<file path="src/sv/ps2_mouse_packet_cursor_tracker_defines.svh">
// assertion macros shared by the tracker modules
`ifndef PS2_MOUSE_PACKET_CURSOR_TRACKER_DEFINES_SVH
`define PS2_MOUSE_PACKET_CURSOR_TRACKER_DEFINES_SVH

`ifndef ASSERT_OFF

// invariant checked at every edge outside reset
`define ASSERT_ALW(lbl, clk, rst_n, prop) \
    lbl: assert property (@(posedge clk) disable iff (!rst_n) (prop)) \
        else $error("invariant violated");

// same-cycle implication
`define ASSERT_IMP(lbl, clk, rst_n, ante, cons) \
    lbl: assert property (@(posedge clk) disable iff (!rst_n) (ante) |-> (cons)) \
        else $error("implication violated");

// next-cycle implication
`define ASSERT_NXT(lbl, clk, rst_n, ante, cons) \
    lbl: assert property (@(posedge clk) disable iff (!rst_n) (ante) |=> (cons)) \
        else $error("next-cycle implication violated");

`else

`define ASSERT_ALW(lbl, clk, rst_n, prop)
`define ASSERT_IMP(lbl, clk, rst_n, ante, cons)
`define ASSERT_NXT(lbl, clk, rst_n, ante, cons)

`endif

`endif

</file>
<file path="src/sv/ps2mct_pkg.sv">
package ps2mct_pkg;

    localparam int COORD_BITS = 12;
    localparam int REG_BITS   = 13;
    localparam int BOUND_BITS = COORD_BITS + 1;
    // signed room for position plus a nine-bit delta either way
    localparam int SUM_BITS   = COORD_BITS + 2;
    localparam int CMP_BITS   = (REG_BITS > BOUND_BITS) ? REG_BITS : BOUND_BITS;
    localparam int BOUND_LIM  = 1 << COORD_BITS;

    localparam logic [REG_BITS-1:0] WIDTH_RESET  = REG_BITS'(640);
    localparam logic [REG_BITS-1:0] HEIGHT_RESET = REG_BITS'(480);

    // header bit positions
    localparam int HDR_LEFT   = 0;
    localparam int HDR_RIGHT  = 1;
    localparam int HDR_MIDDLE = 2;
    localparam int HDR_SYNC   = 3;
    localparam int HDR_X_SIGN = 4;
    localparam int HDR_Y_SIGN = 5;
    localparam int HDR_X_OVF  = 6;
    localparam int HDR_Y_OVF  = 7;

    typedef logic [COORD_BITS-1:0] t_coord;
    typedef logic [BOUND_BITS-1:0] t_bound;
    typedef logic [REG_BITS-1:0]   t_cfg_val;

    typedef enum logic {
        CFG_WIDTH_BOUND  = 1'b0,
        CFG_HEIGHT_BOUND = 1'b1
    } t_cfg_idx;

    typedef struct packed {
        logic     wr_en;
        t_cfg_idx index;
        t_cfg_val data;
    } t_cfg_wr;

    typedef struct packed {
        logic       fire;
        logic [7:0] header;
        logic [7:0] x_delta;
        logic [7:0] y_delta;
    } t_packet;

    typedef struct packed {
        t_coord x;
        t_coord y;
        logic   left;
        logic   right;
        logic   middle;
    } t_result;

    // zero acts as one, anything above the coordinate range saturates
    function automatic t_bound eff_bound(input t_cfg_val b);
        logic [CMP_BITS-1:0] wide;
        begin
            wide = CMP_BITS'(b);
            if (wide == '0) begin
                return t_bound'(1);
            end
            if (wide > CMP_BITS'(BOUND_LIM)) begin
                return t_bound'(BOUND_LIM);
            end
            return t_bound'(wide);
        end
    endfunction

    function automatic t_coord half_bound(input t_cfg_val b);
        t_bound e;
        begin
            e = eff_bound(b);
            return e[BOUND_BITS-1:1];
        end
    endfunction

endpackage

</file>
<file path="src/sv/ps2_mouse_packet_cursor_tracker.sv">
// PS/2 mouse cursor tracker: takes one controller byte per cycle, frames mouse
// bytes into three-byte packets (header with sync bit 3, x delta, y delta) and
// keeps a clamped cursor position inside the programmed width and height
// bounds; keyboard bytes are ignored. Each good packet yields one item with
// the new position and three button bits, in the cycle after its last byte is
// accepted; packets with an overflow bit are dropped. Throughput is one byte
// per cycle, set by the single combinational pass from framer state through
// the add and clamp into the output register; ready drops only while a result
// item sits in that register and is not being taken. Writing a bound
// recenters that axis to half the bound.
module ps2_mouse_packet_cursor_tracker (
    input  logic                        i_clk,
    input  logic                        i_rst_n,
    input  logic                        i_valid,
    output logic                        o_ready,
    input  logic [7:0]                  i_data_byte,
    input  logic                        i_from_mouse,
    output logic                        o_valid,
    input  logic                        i_ready,
    output ps2mct_pkg::t_coord          o_cursor_x,
    output ps2mct_pkg::t_coord          o_cursor_y,
    output logic                        o_left_button,
    output logic                        o_right_button,
    output logic                        o_middle_button,
    input  logic                        i_cfg_wr_en,
    input  logic                        i_cfg_index,
    input  ps2mct_pkg::t_cfg_val        i_cfg_wdata
);
    import ps2mct_pkg::*;

    logic    accept;
    logic    slot_free;
    t_packet pkt;
    t_cfg_wr cfg;
    t_result res_next;
    t_result res_out;

    always_comb begin
        accept    = i_valid && slot_free;
        o_ready   = slot_free;
        cfg.wr_en = i_cfg_wr_en;
        cfg.index = t_cfg_idx'(i_cfg_index);
        cfg.data  = i_cfg_wdata;
    end

    ps2mct_framer u_framer (
        .i_clk        (i_clk),
        .i_rst_n      (i_rst_n),
        .i_accept     (accept),
        .i_data       (i_data_byte),
        .i_from_mouse (i_from_mouse),
        .o_pkt        (pkt)
    );

    ps2mct_cursor u_cursor (
        .i_clk   (i_clk),
        .i_rst_n (i_rst_n),
        .i_cfg   (cfg),
        .i_pkt   (pkt),
        .o_res   (res_next)
    );

    ps2mct_result_reg u_result (
        .i_clk   (i_clk),
        .i_rst_n (i_rst_n),
        .i_load  (pkt.fire),
        .i_res   (res_next),
        .i_ready (i_ready),
        .o_free  (slot_free),
        .o_valid (o_valid),
        .o_res   (res_out)
    );

    always_comb begin
        o_cursor_x      = res_out.x;
        o_cursor_y      = res_out.y;
        o_left_button   = res_out.left;
        o_right_button  = res_out.right;
        o_middle_button = res_out.middle;
    end

endmodule

</file>
<file path="src/sv/ps2mct_framer.sv">
module ps2mct_framer (
    input  logic                 i_clk,
    input  logic                 i_rst_n,
    input  logic                 i_accept,
    input  logic [7:0]           i_data,
    input  logic                 i_from_mouse,
    output ps2mct_pkg::t_packet  o_pkt
);
    import ps2mct_pkg::*;

    typedef enum logic [1:0] {
        POS_HEADER,
        POS_XDELTA,
        POS_YDELTA
    } t_pos_e;

    t_pos_e     r_pos, n_pos;
    logic [7:0] r_header, n_header;
    logic [7:0] r_xdelta, n_xdelta;

    always_comb begin
        n_pos         = r_pos;
        n_header      = r_header;
        n_xdelta      = r_xdelta;
        o_pkt.fire    = 1'b0;
        o_pkt.header  = r_header;
        o_pkt.x_delta = r_xdelta;
        o_pkt.y_delta = i_data;
        if (i_accept && i_from_mouse) begin
            case (r_pos)
                POS_HEADER: begin
                    // drop bytes without the sync bit so framing recovers
                    if (i_data[HDR_SYNC]) begin
                        n_header = i_data;
                        n_pos    = POS_XDELTA;
                    end
                end
                POS_XDELTA: begin
                    n_xdelta = i_data;
                    n_pos    = POS_YDELTA;
                end
                default: begin
                    n_pos      = POS_HEADER;
                    o_pkt.fire = !(r_header[HDR_X_OVF] || r_header[HDR_Y_OVF]);
                end
            endcase
        end
    end

    always_ff @(posedge i_clk) begin
        if (!i_rst_n) begin
            r_pos    <= POS_HEADER;
            r_header <= '0;
            r_xdelta <= '0;
        end else begin
            r_pos    <= n_pos;
            r_header <= n_header;
            r_xdelta <= n_xdelta;
        end
    end

endmodule

</file>
<file path="src/sv/ps2mct_cursor.sv">
`include "ps2_mouse_packet_cursor_tracker_defines.svh"

module ps2mct_cursor (
    input  logic                 i_clk,
    input  logic                 i_rst_n,
    input  ps2mct_pkg::t_cfg_wr  i_cfg,
    input  ps2mct_pkg::t_packet  i_pkt,
    output ps2mct_pkg::t_result  o_res
);
    import ps2mct_pkg::*;

    t_cfg_val r_width, n_width;
    t_cfg_val r_height, n_height;
    t_coord   r_pos_x, n_pos_x;
    t_coord   r_pos_y, n_pos_y;

    t_bound                      bound_x;
    t_bound                      bound_y;
    logic signed [8:0]           dx9;
    logic signed [8:0]           dy9;
    logic signed [SUM_BITS-1:0]  sum_x;
    logic signed [SUM_BITS-1:0]  sum_y;
    t_coord                      clamp_x;
    t_coord                      clamp_y;

    function automatic t_coord clamp(input logic signed [SUM_BITS-1:0] v, input t_bound b);
        t_bound bm1;
        begin
            bm1 = b - t_bound'(1);
            if (v[SUM_BITS-1]) begin
                return '0;
            end
            if (v >= $signed({{(SUM_BITS-BOUND_BITS){1'b0}}, b})) begin
                return bm1[COORD_BITS-1:0];
            end
            return v[COORD_BITS-1:0];
        end
    endfunction

    always_comb begin
        bound_x = eff_bound(r_width);
        bound_y = eff_bound(r_height);
        dx9     = {i_pkt.header[HDR_X_SIGN], i_pkt.x_delta};
        dy9     = {i_pkt.header[HDR_Y_SIGN], i_pkt.y_delta};
        sum_x   = $signed({2'b00, r_pos_x}) + {{(SUM_BITS-9){dx9[8]}}, dx9};
        // screen y runs downward, mouse y upward
        sum_y   = $signed({2'b00, r_pos_y}) - {{(SUM_BITS-9){dy9[8]}}, dy9};
        clamp_x = clamp(sum_x, bound_x);
        clamp_y = clamp(sum_y, bound_y);
    end

    always_comb begin
        n_width  = r_width;
        n_height = r_height;
        n_pos_x  = r_pos_x;
        n_pos_y  = r_pos_y;
        if (i_pkt.fire) begin
            n_pos_x = clamp_x;
            n_pos_y = clamp_y;
        end
        // a bound write recenters that axis
        if (i_cfg.wr_en) begin
            case (i_cfg.index)
                CFG_WIDTH_BOUND: begin
                    n_width = i_cfg.data;
                    n_pos_x = half_bound(i_cfg.data);
                end
                CFG_HEIGHT_BOUND: begin
                    n_height = i_cfg.data;
                    n_pos_y  = half_bound(i_cfg.data);
                end
                default: begin
                    n_width = r_width;
                end
            endcase
        end
    end

    always_comb begin
        o_res.x      = clamp_x;
        o_res.y      = clamp_y;
        o_res.left   = i_pkt.header[HDR_LEFT];
        o_res.right  = i_pkt.header[HDR_RIGHT];
        o_res.middle = i_pkt.header[HDR_MIDDLE];
    end

    always_ff @(posedge i_clk) begin
        if (!i_rst_n) begin
            r_width  <= WIDTH_RESET;
            r_height <= HEIGHT_RESET;
            r_pos_x  <= half_bound(WIDTH_RESET);
            r_pos_y  <= half_bound(HEIGHT_RESET);
        end else begin
            r_width  <= n_width;
            r_height <= n_height;
            r_pos_x  <= n_pos_x;
            r_pos_y  <= n_pos_y;
        end
    end

    `ASSERT_ALW(a_pos_in_bounds, i_clk, i_rst_n,
        ({1'b0, r_pos_x} < eff_bound(r_width)) && ({1'b0, r_pos_y} < eff_bound(r_height)))
    `ASSERT_NXT(a_recenter_x, i_clk, i_rst_n,
        i_cfg.wr_en && (i_cfg.index == CFG_WIDTH_BOUND), r_pos_x == half_bound(r_width))
    `ASSERT_NXT(a_recenter_y, i_clk, i_rst_n,
        i_cfg.wr_en && (i_cfg.index == CFG_HEIGHT_BOUND), r_pos_y == half_bound(r_height))

endmodule

</file>
<file path="src/sv/ps2mct_result_reg.sv">
`include "ps2_mouse_packet_cursor_tracker_defines.svh"

module ps2mct_result_reg (
    input  logic                 i_clk,
    input  logic                 i_rst_n,
    input  logic                 i_load,
    input  ps2mct_pkg::t_result  i_res,
    input  logic                 i_ready,
    output logic                 o_free,
    output logic                 o_valid,
    output ps2mct_pkg::t_result  o_res
);
    import ps2mct_pkg::*;

    logic    r_valid, n_valid;
    t_result r_res;

    always_comb begin
        o_free  = !r_valid || i_ready;
        n_valid = i_load || (r_valid && !i_ready);
        o_valid = r_valid;
        o_res   = r_res;
    end

    always_ff @(posedge i_clk) begin
        if (!i_rst_n) begin
            r_valid <= 1'b0;
        end else begin
            r_valid <= n_valid;
        end
    end

    always_ff @(posedge i_clk) begin
        if (i_load) begin
            r_res <= i_res;
        end
    end

    `ASSERT_IMP(a_load_into_free_slot, i_clk, i_rst_n, i_load, o_free)

endmodule
</file>
<file path="config.mk">
export PLATFORM = sky130hd
export DESIGN_NAME = ps2_mouse_packet_cursor_tracker
export DESIGN_NICKNAME = d
export VERILOG_FILES = /design/src/sv/ps2mct_pkg.sv /design/src/sv/ps2_mouse_packet_cursor_tracker.sv /design/src/sv/ps2mct_framer.sv /design/src/sv/ps2mct_cursor.sv /design/src/sv/ps2mct_result_reg.sv
export VERILOG_INCLUDE_DIRS = /design/src /design/src/sv
export SDC_FILE = /design/constraint.sdc
export NUM_CORES = 1
export LEC_CHECK = 0
export ABC_AREA = 0
export BUFFER_PORTS_ARGS = -buffer_cell sky130_fd_sc_hd__clkbuf_2
export CAP_MARGIN = 15
export CORE_AREA = 2 2 107 109
export CTS_CLUSTER_SIZE = 30
export DETAILED_ROUTE_END_ITERATION = 7
export DIE_AREA = 0 0 109 111
export PLACE_DENSITY_LB_ADDON = 0.25
export SLEW_MARGIN = 10
export SYNTH_ARGS = -nofsm -noshare
export SYNTH_HDL_FRONTEND = slang
export SYNTH_SLANG_ARGS = --single-unit
</file>
<file path="constraint.sdc">
create_clock -name i_clk -period 10.9 [get_ports i_clk]
set_input_delay 1.09 -clock i_clk [delete_from_list [all_inputs] [get_ports i_clk]]
set_output_delay 1.09 -clock i_clk [all_outputs]
set_load 0.03 [all_outputs]
</file>
# After elaboration in Yosys (flattened, before gate mapping)
# Cells that the tools add are included.
op_classes:
  n_addsub: 4
  n_mul: 0
  div_mod_pow: 0
  order_cmp: 5
  n_eq_ne: 2
  n_shift: 0
  n_mux: 56
  n_bitwise: 1
  reduce_logical: 19
ops:
  columns: ["operator", "count"]
  rows:
  - ["$mux W13", 14]
  - ["$mux W12", 14]
  - ["$gt A13 B13 Y1 const B", 3]
  - ["$logic_not A13 Y1", 3]
  - ["$ge A14 B14 Y1", 2]
  - ["$mux W1", 26]
  - ["$sub A12 B1 Y12 const B", 2]
  - ["$add A13 B9 Y14", 1]
  - ["$sub A13 B9 Y14", 1]
  - ["$reduce_and A2 Y1", 4]
  - ["$pmux W2 S2", 1]
  - ["$logic_and A1 B1 Y1", 3]
  - ["$logic_not A1 Y1", 3]
  - ["$logic_or A1 B1 Y1", 3]
  - ["$reduce_and A3 Y1", 1]
  - ["$eq A2 B1 Y1 const B", 1]
  - ["$logic_not A2 Y1", 1]
  - ["$mux W2", 1]
  - ["$ne A2 B2 Y1 const B", 1]
  - ["$reduce_or A2 Y1", 1]
  - ["$not A1 Y1", 1]
word_totals:
  reg_bits: 96
  latchBits: 0
  ram_bits: 0
  rom_bits: 0
  in_bits: 28
  output_inout_bits: 29
  elab_cells: 100
  mem_count: 0

# Longest topological paths before layout
# Gate-level depths: netlist of the first run.
logic_depth:
  depth_word: 13
  depth_mapped: 17
  depth_no_buf: 16

# Cells and area by module
# From an unflattened synthesis of the first run, not the netlist that was laid out.
hier_totals:
  hier_cells: 768
  area_unflattened_um2: 6372.4
by_module_without_submodules:
  columns: ["mod", "instances", "cells_each", "area_each_um2", "seq_area_each_um2"]
  rows:
  - ["ps2mct_cursor", 1, 650, 4723.3, 1001.0]
  - ["ps2mct_result_reg", 1, 31, 859.6, 830.8]
  - ["ps2mct_framer", 1, 86, 783.3, 360.3]
  - ["ps2_mouse_packet_cursor_tracker", 1, 1, 6.3, 0.0]

# Worst setup path after synthesis of the first run
# OpenSTA, ideal clock, no wires.
synth_path:
  path_type: "input -> register"
  startpoint: "in i_data_byte[1]"
  endpoint: "reg u_cursor.r_pos_y[10]"
  setup_time_ps: 70
  t_arrival_ps: 4312
  required_time_ps: 10830
  path_slack_ps: 6518
  path_stages: 14
  n_path_buf: 0
  path_cell_list: "inv_1 > ha_1 > nor2b_1 > o31a_1 > a41oi_1 > nor3_1 > a211oi_1 > ha_1 > a211o_1 > a2111oi_0 > o21ai_1 > a211o_1 > a211o_1 > a21oi_1"
synth_via:
  elab_chain_len: 9
  word_cells_on_any_way: 11
synth_rtl:
  columns: ["item", "line_no", "source"]
  rows:
  - ["start, declared", "ps2_mouse_packet_cursor_tracker.sv:16", "input logic [7:0] i_data_byte,"]
  - ["$sub A13 B9 Y14 (*)", "ps2mct_cursor.sv:47", "sum_y = $signed({2'b00, r_pos_y}) - {{(SUM_BITS-9){dy9[8]}}, dy9};"]
  - ["$ge A14 B14 Y1", "ps2mct_cursor.sv:33", "if (v >= $signed({{(SUM_BITS-BOUND_BITS){1'b0}}, b})) begin"]
  - ["$mux W1 (2 in a row)", "ps2mct_cursor.sv:33", null]
  - ["$mux W12", "ps2mct_cursor.sv:36", "return v[COORD_BITS-1:0];"]
  - ["$mux W12 (*)", "ps2mct_cursor.sv:33", null]
  - ["$mux W12 (*)", "ps2mct_cursor.sv:57", "if (i_pkt.fire) begin"]
  - ["$mux W12", "ps2mct_cursor.sv:63", "case (i_cfg.index)"]
  - ["$mux W12 (*)", "ps2mct_cursor.sv:62", "if (i_cfg.wr_en) begin"]
  - ["end signal, assigned", "ps2mct_cursor.sv:92", "r_pos_y <= half_bound(HEIGHT_RESET);"]
  - ["end signal, assigned", "ps2mct_cursor.sv:97", "r_pos_y <= n_pos_y;"]
  - ["end, declared", "ps2mct_cursor.sv:15", "t_coord r_pos_y, n_pos_y;"]
# Every way passes the cells marked *; elsewhere a longest branch is shown, timed or not. The select of a mux whose other input is x is not followed.
# A chain may end at the register's enable or synchronous reset.

# Worst setup path after layout of the first run
layout_path:
  startpoint: "reg u_framer.r_xdelta[0]"
  endpoint: "reg u_cursor.r_pos_x[2]"
layout_via:
  elab_chain_len: 9
  word_cells_on_any_way: 11
layout_rtl:
  columns: ["item", "line_no", "source"]
  rows:
  - ["start, declared", "ps2mct_framer.sv:19", "logic [7:0] r_xdelta, n_xdelta;"]
  - ["start signal, assigned", "ps2mct_framer.sv:58", "r_xdelta <= n_xdelta;"]
  - ["$add A13 B9 Y14 (*)", "ps2mct_cursor.sv:45", "sum_x = $signed({2'b00, r_pos_x}) + {{(SUM_BITS-9){dx9[8]}}, dx9};"]
  - ["$ge A14 B14 Y1", "ps2mct_cursor.sv:33", null]
  - ["$mux W1 (2 in a row)", "ps2mct_cursor.sv:33", null]
  - ["$mux W12", "ps2mct_cursor.sv:36", null]
  - ["$mux W12 (*)", "ps2mct_cursor.sv:33", null]
  - ["$mux W12 (*)", "ps2mct_cursor.sv:57", null]
  - ["$mux W12", "ps2mct_cursor.sv:63", null]
  - ["$mux W12 (*)", "ps2mct_cursor.sv:62", null]
  - ["end signal, assigned", "ps2mct_cursor.sv:91", "r_pos_x <= half_bound(WIDTH_RESET);"]
  - ["end signal, assigned", "ps2mct_cursor.sv:96", "r_pos_x <= n_pos_x;"]
  - ["end, declared", "ps2mct_cursor.sv:14", "t_coord r_pos_x, n_pos_x;"]
# Marked as above.

==> impl_metrics.py, run 1 <==
metrics = {
    "cts": {
        "clk_pin_slew_worst_paths_ps": 70,
        "holdBufCountCts": 0,
        "cts_resized": 0,
        "clock_sinks": 95,
        "cts-buffers-inserted": 9,
        "cts.htree.levels": 3,
        "post_cts_buffers": 0,
        "clockBufferDepth": 2,
        "clock-root-buffer": "clkbuf_16",
        "clock_latency_ps": 360,
        "cts_tree": "built",
    },
    "critical_path": {
        "cp_top_family": "compound AO/OA/AOI/OAI gates",
        "crit_chain": "ha_1, fa_1, a21o_1, a221oi_1, a21oi_1, a31oi_1, nor3b_1, nor3_1, xnor2_1, ha_1, nor4_1, nand3_1, o22ai_2, mux2_2, or4_1, a21boi_1",
        "slowest_delay_ps": 680,
        "required_ps": 11190,
        "worst-path-buf-inv": 0,
        "crit_path_frequent_cell": "ha_1",
        "cp-start-kind": "flop",
        "worst_path_max_delay_cell": "o22ai_2",
        "cp_max_fo": 16,
        "worstSetupPathType": "flop to flop",
        "end_kind": "flop",
        "worstPathArrival_ps": 5210,
    },
    "yosys": {
        "syn_avg_cell_area_um2": 8.597,
        "synth_top_area_frac": 0.2134,
        "yosysTopAreaCell": "dfxtp_1",
        "synth_seq_cells": 95,
        "synth_commonest_cells": "nand2_1 (97), dfxtp_1 (68), nor2_1 (56)",
        "seq_area_frac_synth": 0.3405,
        "synth_nets": 826,
        "ys.flop_type": "dfxtp_1",
        "async_flop_share": 0,
        "synth_area_leaders": "dfxtp_1 (21%), edfxtp_1 (13%), ha_1 (11%), nand2_1 (5.7%), mux2i_1 (4.2%)",
        "synth_edf_count": 27,
        "synth_warnings": 0,
        "yosysMostFrequentCell": "nand2_1",
        "syn-cell-area_mm2": 0.006379,
        "syn_inst": 742,
        "yosysUniqueCellTypes": 71,
    },
    "detailed_routing": {
        "drt_iter0_drc": 660,
        "drtPass1Iterations": 6,
        "wl_per_cell_um": 19.14,
        "viasPerCell": 6.318,
        "drcViolationCount": 0,
        "finalWirelength_um": 17860,
        "vias": 5895,
        "ant_nets": 0,
    },
    "global_route": {
        "grt_first_pass_wirelength_um": 28110,
        "grt_pass1_vias": 5301,
        "grt_usage": 0.3042,
        "antenna_found_initial": 0,
        "grt_max_degree": 69,
        "gr-total-overflow": 0,
    },
    "timing": {
        "layout_setup_ws_ps": 5981,
        "setup_tns_ps": 0,
        "worst_pin_slew_ps": 1114,
        "fin_skew_ps": 5.246,
        "maxSlewViolCount": 0,
        "fin_crit_ps": 4919,
        "fin_crit_sh": 0.4513,
        "max_slew_margin": 0.2510,
        "fmax_mhz": 203.3,
        "rsz0062_at_grt": "no",
        "finalHoldViolations": 0,
        "setup_violations": 0,
    },
    "pwr": {
        "leakagePower_nw": 2.975,
        "powerDensity_mw_per_mm2": 143.8,
        "ir_drop_mv": 0.09729,
    },
    "floorplanning": {
        "core-area_mm2": 0.01108,
        "ios": 57,
        "std_cell_rows": 39,
        "start_util": 0.5759,
        "dieArea_mm2": 0.01210,
        "die_h_um": 111,
        "die_x_um": 109,
    },
    "placed_design": {
        "gp_congestion": 0.9155,
        "dp_slack_ps": 5804,
        "dp_hpwl_um": 13230,
        "port_buffers": 56,
    },
    "run": {
        "max_cap_viol_count": 0,
    },
    "layout": {
        "num-nets-final": 869,
        "n_fill_cell": 915,
        "syn_to_final_growth_pct": 11.04,
        "layout-drive-gt1-share": 0.1190,
        "antenna_cells": 0,
    },
    "min_path": {
        "hold_path_class": "flop to flop",
    },
    "outcome": {
        "status": "complete, no violations",
    },
}
power by group:
| part | total (mW) | switching (mW) | internal [mW] |
|---|---|---|---|
| clock network | 0.344 | 0.142 | 0.202 |
| logic | 0.278 | 0.172 | 0.106 |
| registers | 0.396 | 0.0133 | 0.382 |
| total | 1.02 | 0.328 | 0.691 |
cell families after synthesis:
family                     Yosys count  share of synthesized area
and+or+nand+nor                    272                     0.2097
AOI/OAI and AO/OA                  206                     0.2217
DFF                                 95                     0.3405
buffers and inverters               60                    0.03746
adders and majority gates           56                     0.1122
muxes                               28                    0.04413
xor gates and xnor gates            25                    0.03433
flip-flops by register name, summed over array words and instances, names as in the netlist:
name               count
u_result.o_res        27
u_cursor.r_height     13
u_cursor.r_width      13
u_cursor.r_pos_x      12
u_cursor.r_pos_y      12
u_framer.r_xdelta      8
u_framer.r_header      7
u_framer.r_pos         2
u_result.o_valid       1
cell usage in the layout, fill, tap and decap left out, types with 10 or more instances in the layout:
master / count
xnor2_1: 16
dfxtp_1: 68
inv_1: 29
ha_1: 54
nor2b_1: 27
nor2_1: 56
o21ai_0: 33
a21oi_1: 43
clkbuf_2: 56
mux2i_1: 27
a21boi_0: 25
o21a_1: 11
a21o_1: 10
nand3_1: 22
edfxtp_1: 27
nand2_1: 97
clkbuf_16: 12
nor3_1: 12
final cells by class:
| type | count | area, um^2 | area share |
|---|---|---|---|
| Clock buffer | 13 | 314.1 | 0.04434 |
| Clock inverter | 3 | 16.27 | 0.002296 |
| Sequential cell | 95 | 2172 | 0.3067 |
| Tap cell | 143 | 178.9 | 0.02526 |
| Inverter | 31 | 116.4 | 0.01643 |
| Multi-Input combinational cell | 587 | 3968 | 0.5601 |
| Timing Repair Buffer | 61 | 317.8 | 0.04487 |
metal layers:
layer	track usage	share of wire	vias to the layer above
met4	0.1128	0.027	0
met5	0	0	-
li1	-	-	2798
met1	0.4503	0.44	2755
met2	0.4327	0.43	308
met3	0.06290	0.096	34
worst paths after layout:
kind                                            from             endpoint  slack (ps)  cells past startpoint
worst max-delay path            u_framer.r_xdelta[0]  u_cursor.r_pos_x[2]        5980                     16
worst min-delay path            u_framer.r_header[0]    u_result.o_res[2]         440                      0
worst max register to register  u_framer.r_xdelta[0]  u_cursor.r_pos_x[2]        5980                     16
worst min register to register  u_framer.r_header[0]    u_result.o_res[2]         440                      0
through the flow:
stage | power, mW | utilization | hold slack, ps | std cells | instance area (um^2)
CTS | 1.015 | 0.6394 | 441.5 | 933 | 7083
floorplan | 0.6003 | - | 407.6 | 742 | 6379
finish | 1.018 | 0.6394 | 442.4 | 933 | 7083
global placement | 0.6618 | 0.6096 | 413.8 | 917 | 6753
global route | 1.064 | 0.6394 | 449.9 | 933 | 7083
detailed placement | 0.6712 | 0.6096 | 426.1 | 917 | 6753
(Power assumes the default switching activity.)
==> run 2, diff against run 1 <==
CORE_AREA = 2 2 111 113   (was 2 2 107 109)
DIE_AREA = 0 0 113 115   (was 0 0 109 111)
clock period = 4.3 ns   (was 10.9 ns; I/O delays follow)
==> run 2 against run 1 <==
Net effect:
- the run now ends with DRC left
- clock skew is 3.2 ps higher
- final cell count is 1.9% higher
- count of clock-buffer cells in the layout is 3 lower
- core utilization is 2.5 points lower
- maximum frequency is 20% higher
- via count is 0.81% lower
- sequential share of layout area is 0.75 points lower
- power grew to 2.7 times the previous value
- global-route usage is 2.3 points lower
- die area is 7.4% higher
- largest cell class unchanged
- highest routed layer unchanged
==> impl_metrics.py, run 2 (synthesis gave the netlist of run 1 again) <==
metrics = {
    "floorplanning": {
        "start_util": 0.5400,
        "dieArea_mm2": 0.01300,
        "core-area_mm2": 0.01181,
        "die_h_um": 115,
        "std_cell_rows": 40,
        "ios": 57,
        "die_x_um": 113,
    },
    "timing": {
        "fin_skew_ps": 8.449,
        "maxSlewViolCount": 0,
        "max_slew_margin": 0.4851,
        "setup_violations": 0,
        "rsz0062_at_grt": "no",
        "finalHoldViolations": 0,
        "fin_crit_ps": 4083,
        "worst_pin_slew_ps": 770.4,
        "fmax_mhz": 244.9,
        "fin_crit_sh": 0.9496,
    },
    "global_route": {
        "antenna_found_initial": 0,
        "grt_pass1_vias": 5484,
        "grt_first_pass_wirelength_um": 28520,
        "grt_usage": 0.2814,
        "grt_max_degree": 36,
        "gr-total-overflow": 0,
    },
    "cts": {
        "holdBufCountCts": 0,
        "clk_pin_slew_worst_paths_ps": 70,
        "cts.htree.levels": 3,
        "cts-buffers-inserted": 9,
        "clock_latency_ps": 360,
        "clock_sinks": 95,
        "clockBufferDepth": 2,
        "cts_tree": "built",
        "clock-root-buffer": "clkbuf_16",
    },
    "pwr": {
        "leakagePower_nw": 3.064,
        "ir_drop_mv": 0.2314,
        "powerDensity_mw_per_mm2": 376.9,
    },
    "run": {
        "max_cap_viol_count": 0,
    },
    "detailed_routing": {
        "drt_iter0_drc": 552,
        "drtPass1Iterations": 7,
        "ant_nets": 0,
        "drcViolationCount": 7,
        "finalWirelength_um": 17910,
        "wl_per_cell_um": 18.84,
        "vias": 5847,
        "viasPerCell": 6.148,
    },
    "placed_design": {
        "dp_hpwl_um": 13550,
        "gp_congestion": 0.9669,
        "placed_area_mm2": 0.006818,
        "port_buffers": 56,
    },
    "critical_path": {
        "worstPathArrival_ps": 4380,
        "required_ps": 4590,
        "end_kind": "flop",
        "cp-start-kind": "flop",
        "worstSetupPathType": "flop to flop",
        "cp_max_fo": 3,
    },
    "layout": {
        "final_common_cell": "nand2_1",
        "layout-drive-gt1-share": 0.1430,
        "design_area_mm2": 0.007261,
        "final_util": 0.6147,
        "multi_input_area_mm2": 0.004013,
        "seq_area_mm2": 0.002172,
        "layout_common_cells": "nand2_1 (97), dfxtp_1 (68), nor2_1 (56), clkbuf_2 (56), ha_1 (54)",
        "antenna_cells": 0,
        "syn_to_final_growth_pct": 13.83,
        "n_fill_cell": 1056,
        "num-nets-final": 883,
        "largest_register_ff_count": 27,
    },
    "min_path": {
        "hold_path_class": "primary input to flop",
    },
    "outcome": {
        "violations": "DRC",
        "status": "finished, violations left",
    },
}
## run 2: cell count changes in the layout (fill, tap and decap cells not counted), moves of 2 or more
cell	before	now
a2111oi_0	2	0
inv_6	0	2
clkinv_2	2	0
clkbuf_16	12	9
buf_4	5	19
bufinv_16	0	3
## run 2: path summary, 6_finish.rpt
check	start	to	slack (ps)	cells past startpoint
max	u_framer.r_xdelta[0]	u_cursor.r_pos_x[2]	220	16
min	i_cfg_wdata[0]	u_cursor.r_height[0]	340	3
min reg2reg	u_framer.r_header[2]	u_result.o_res[0]	430	0
max reg2reg	u_framer.r_xdelta[0]	u_cursor.r_pos_x[2]	220	16
## run 2: layout make-up
cell class,instances,share of cell area
multi-input combinational,587,0.5526
sequential,95,0.2992
timing repair buffer,75,0.05825
clock buffer,10,0.03291
tap,147,0.02533
inverter,31,0.01603
clock inverter,6,0.01568
## run 2: worst max-delay path, stage by stage, from the launching register on
cell      delay, ps
dfxtp_1         320
ha_1            230
fa_1            420
a21o_1          220
a221oi_2        320
a21oi_2         120
a31oi_2         200
nor3b_1          70
nor3_1          210
xnor2_1         140
ha_1            250
nor4_1          240
nand3_1         130
o22ai_2         180
mux2_2          360
or4_1           480
a21boi_1        140
## run 2: through the flow
| step | setup TNS (ps) | cells | total power [mW] | hold slack, ps | worst slack (ps) |
|---|---|---|---|---|---|
| global placement | 0 | 929 | 1.713 | 412.1 | 61.24 |
| global route | 0 | 951 | 2.852 | 352.0 | 29.92 |
| detailed placement | -25.73 | 929 | 1.730 | 414.8 | -16.57 |
| floorplan | 0 | 742 | 1.522 | 407.6 | 232.3 |
| finish | 0 | 951 | 2.737 | 338.9 | 216.7 |
| CTS | 0 | 945 | 2.684 | 334.8 | 5.745 |
## run 2: where the power goes
part           total [mW]  leakage, nW  switching [mW]  internal (mW)
Combinational       0.774         2.08           0.461          0.313
Sequential           1.00        0.807          0.0333          0.969
Clock               0.961        0.174           0.372          0.589
Total                2.74         3.06           0.866           1.87
## run 2: per-layer routing
metal	wire length (um)	vias up	share of wire	GRT usage
li1	-	2824	-	-
met1	8227	2745	0.46	0.4066
met2	7643	243	0.43	0.4160
met3	1523	35	0.085	0.05271
met4	520	0	0.029	0.1138
met5	0	-	0	0
## run 2: timing repair
item	4_1_cts	5_1_grt
endpoints found under the hold margin	0	0
setup endpoints to repair	9	43
buffers inserted	0	6
pin swaps	0	1
resized for setup	1	11
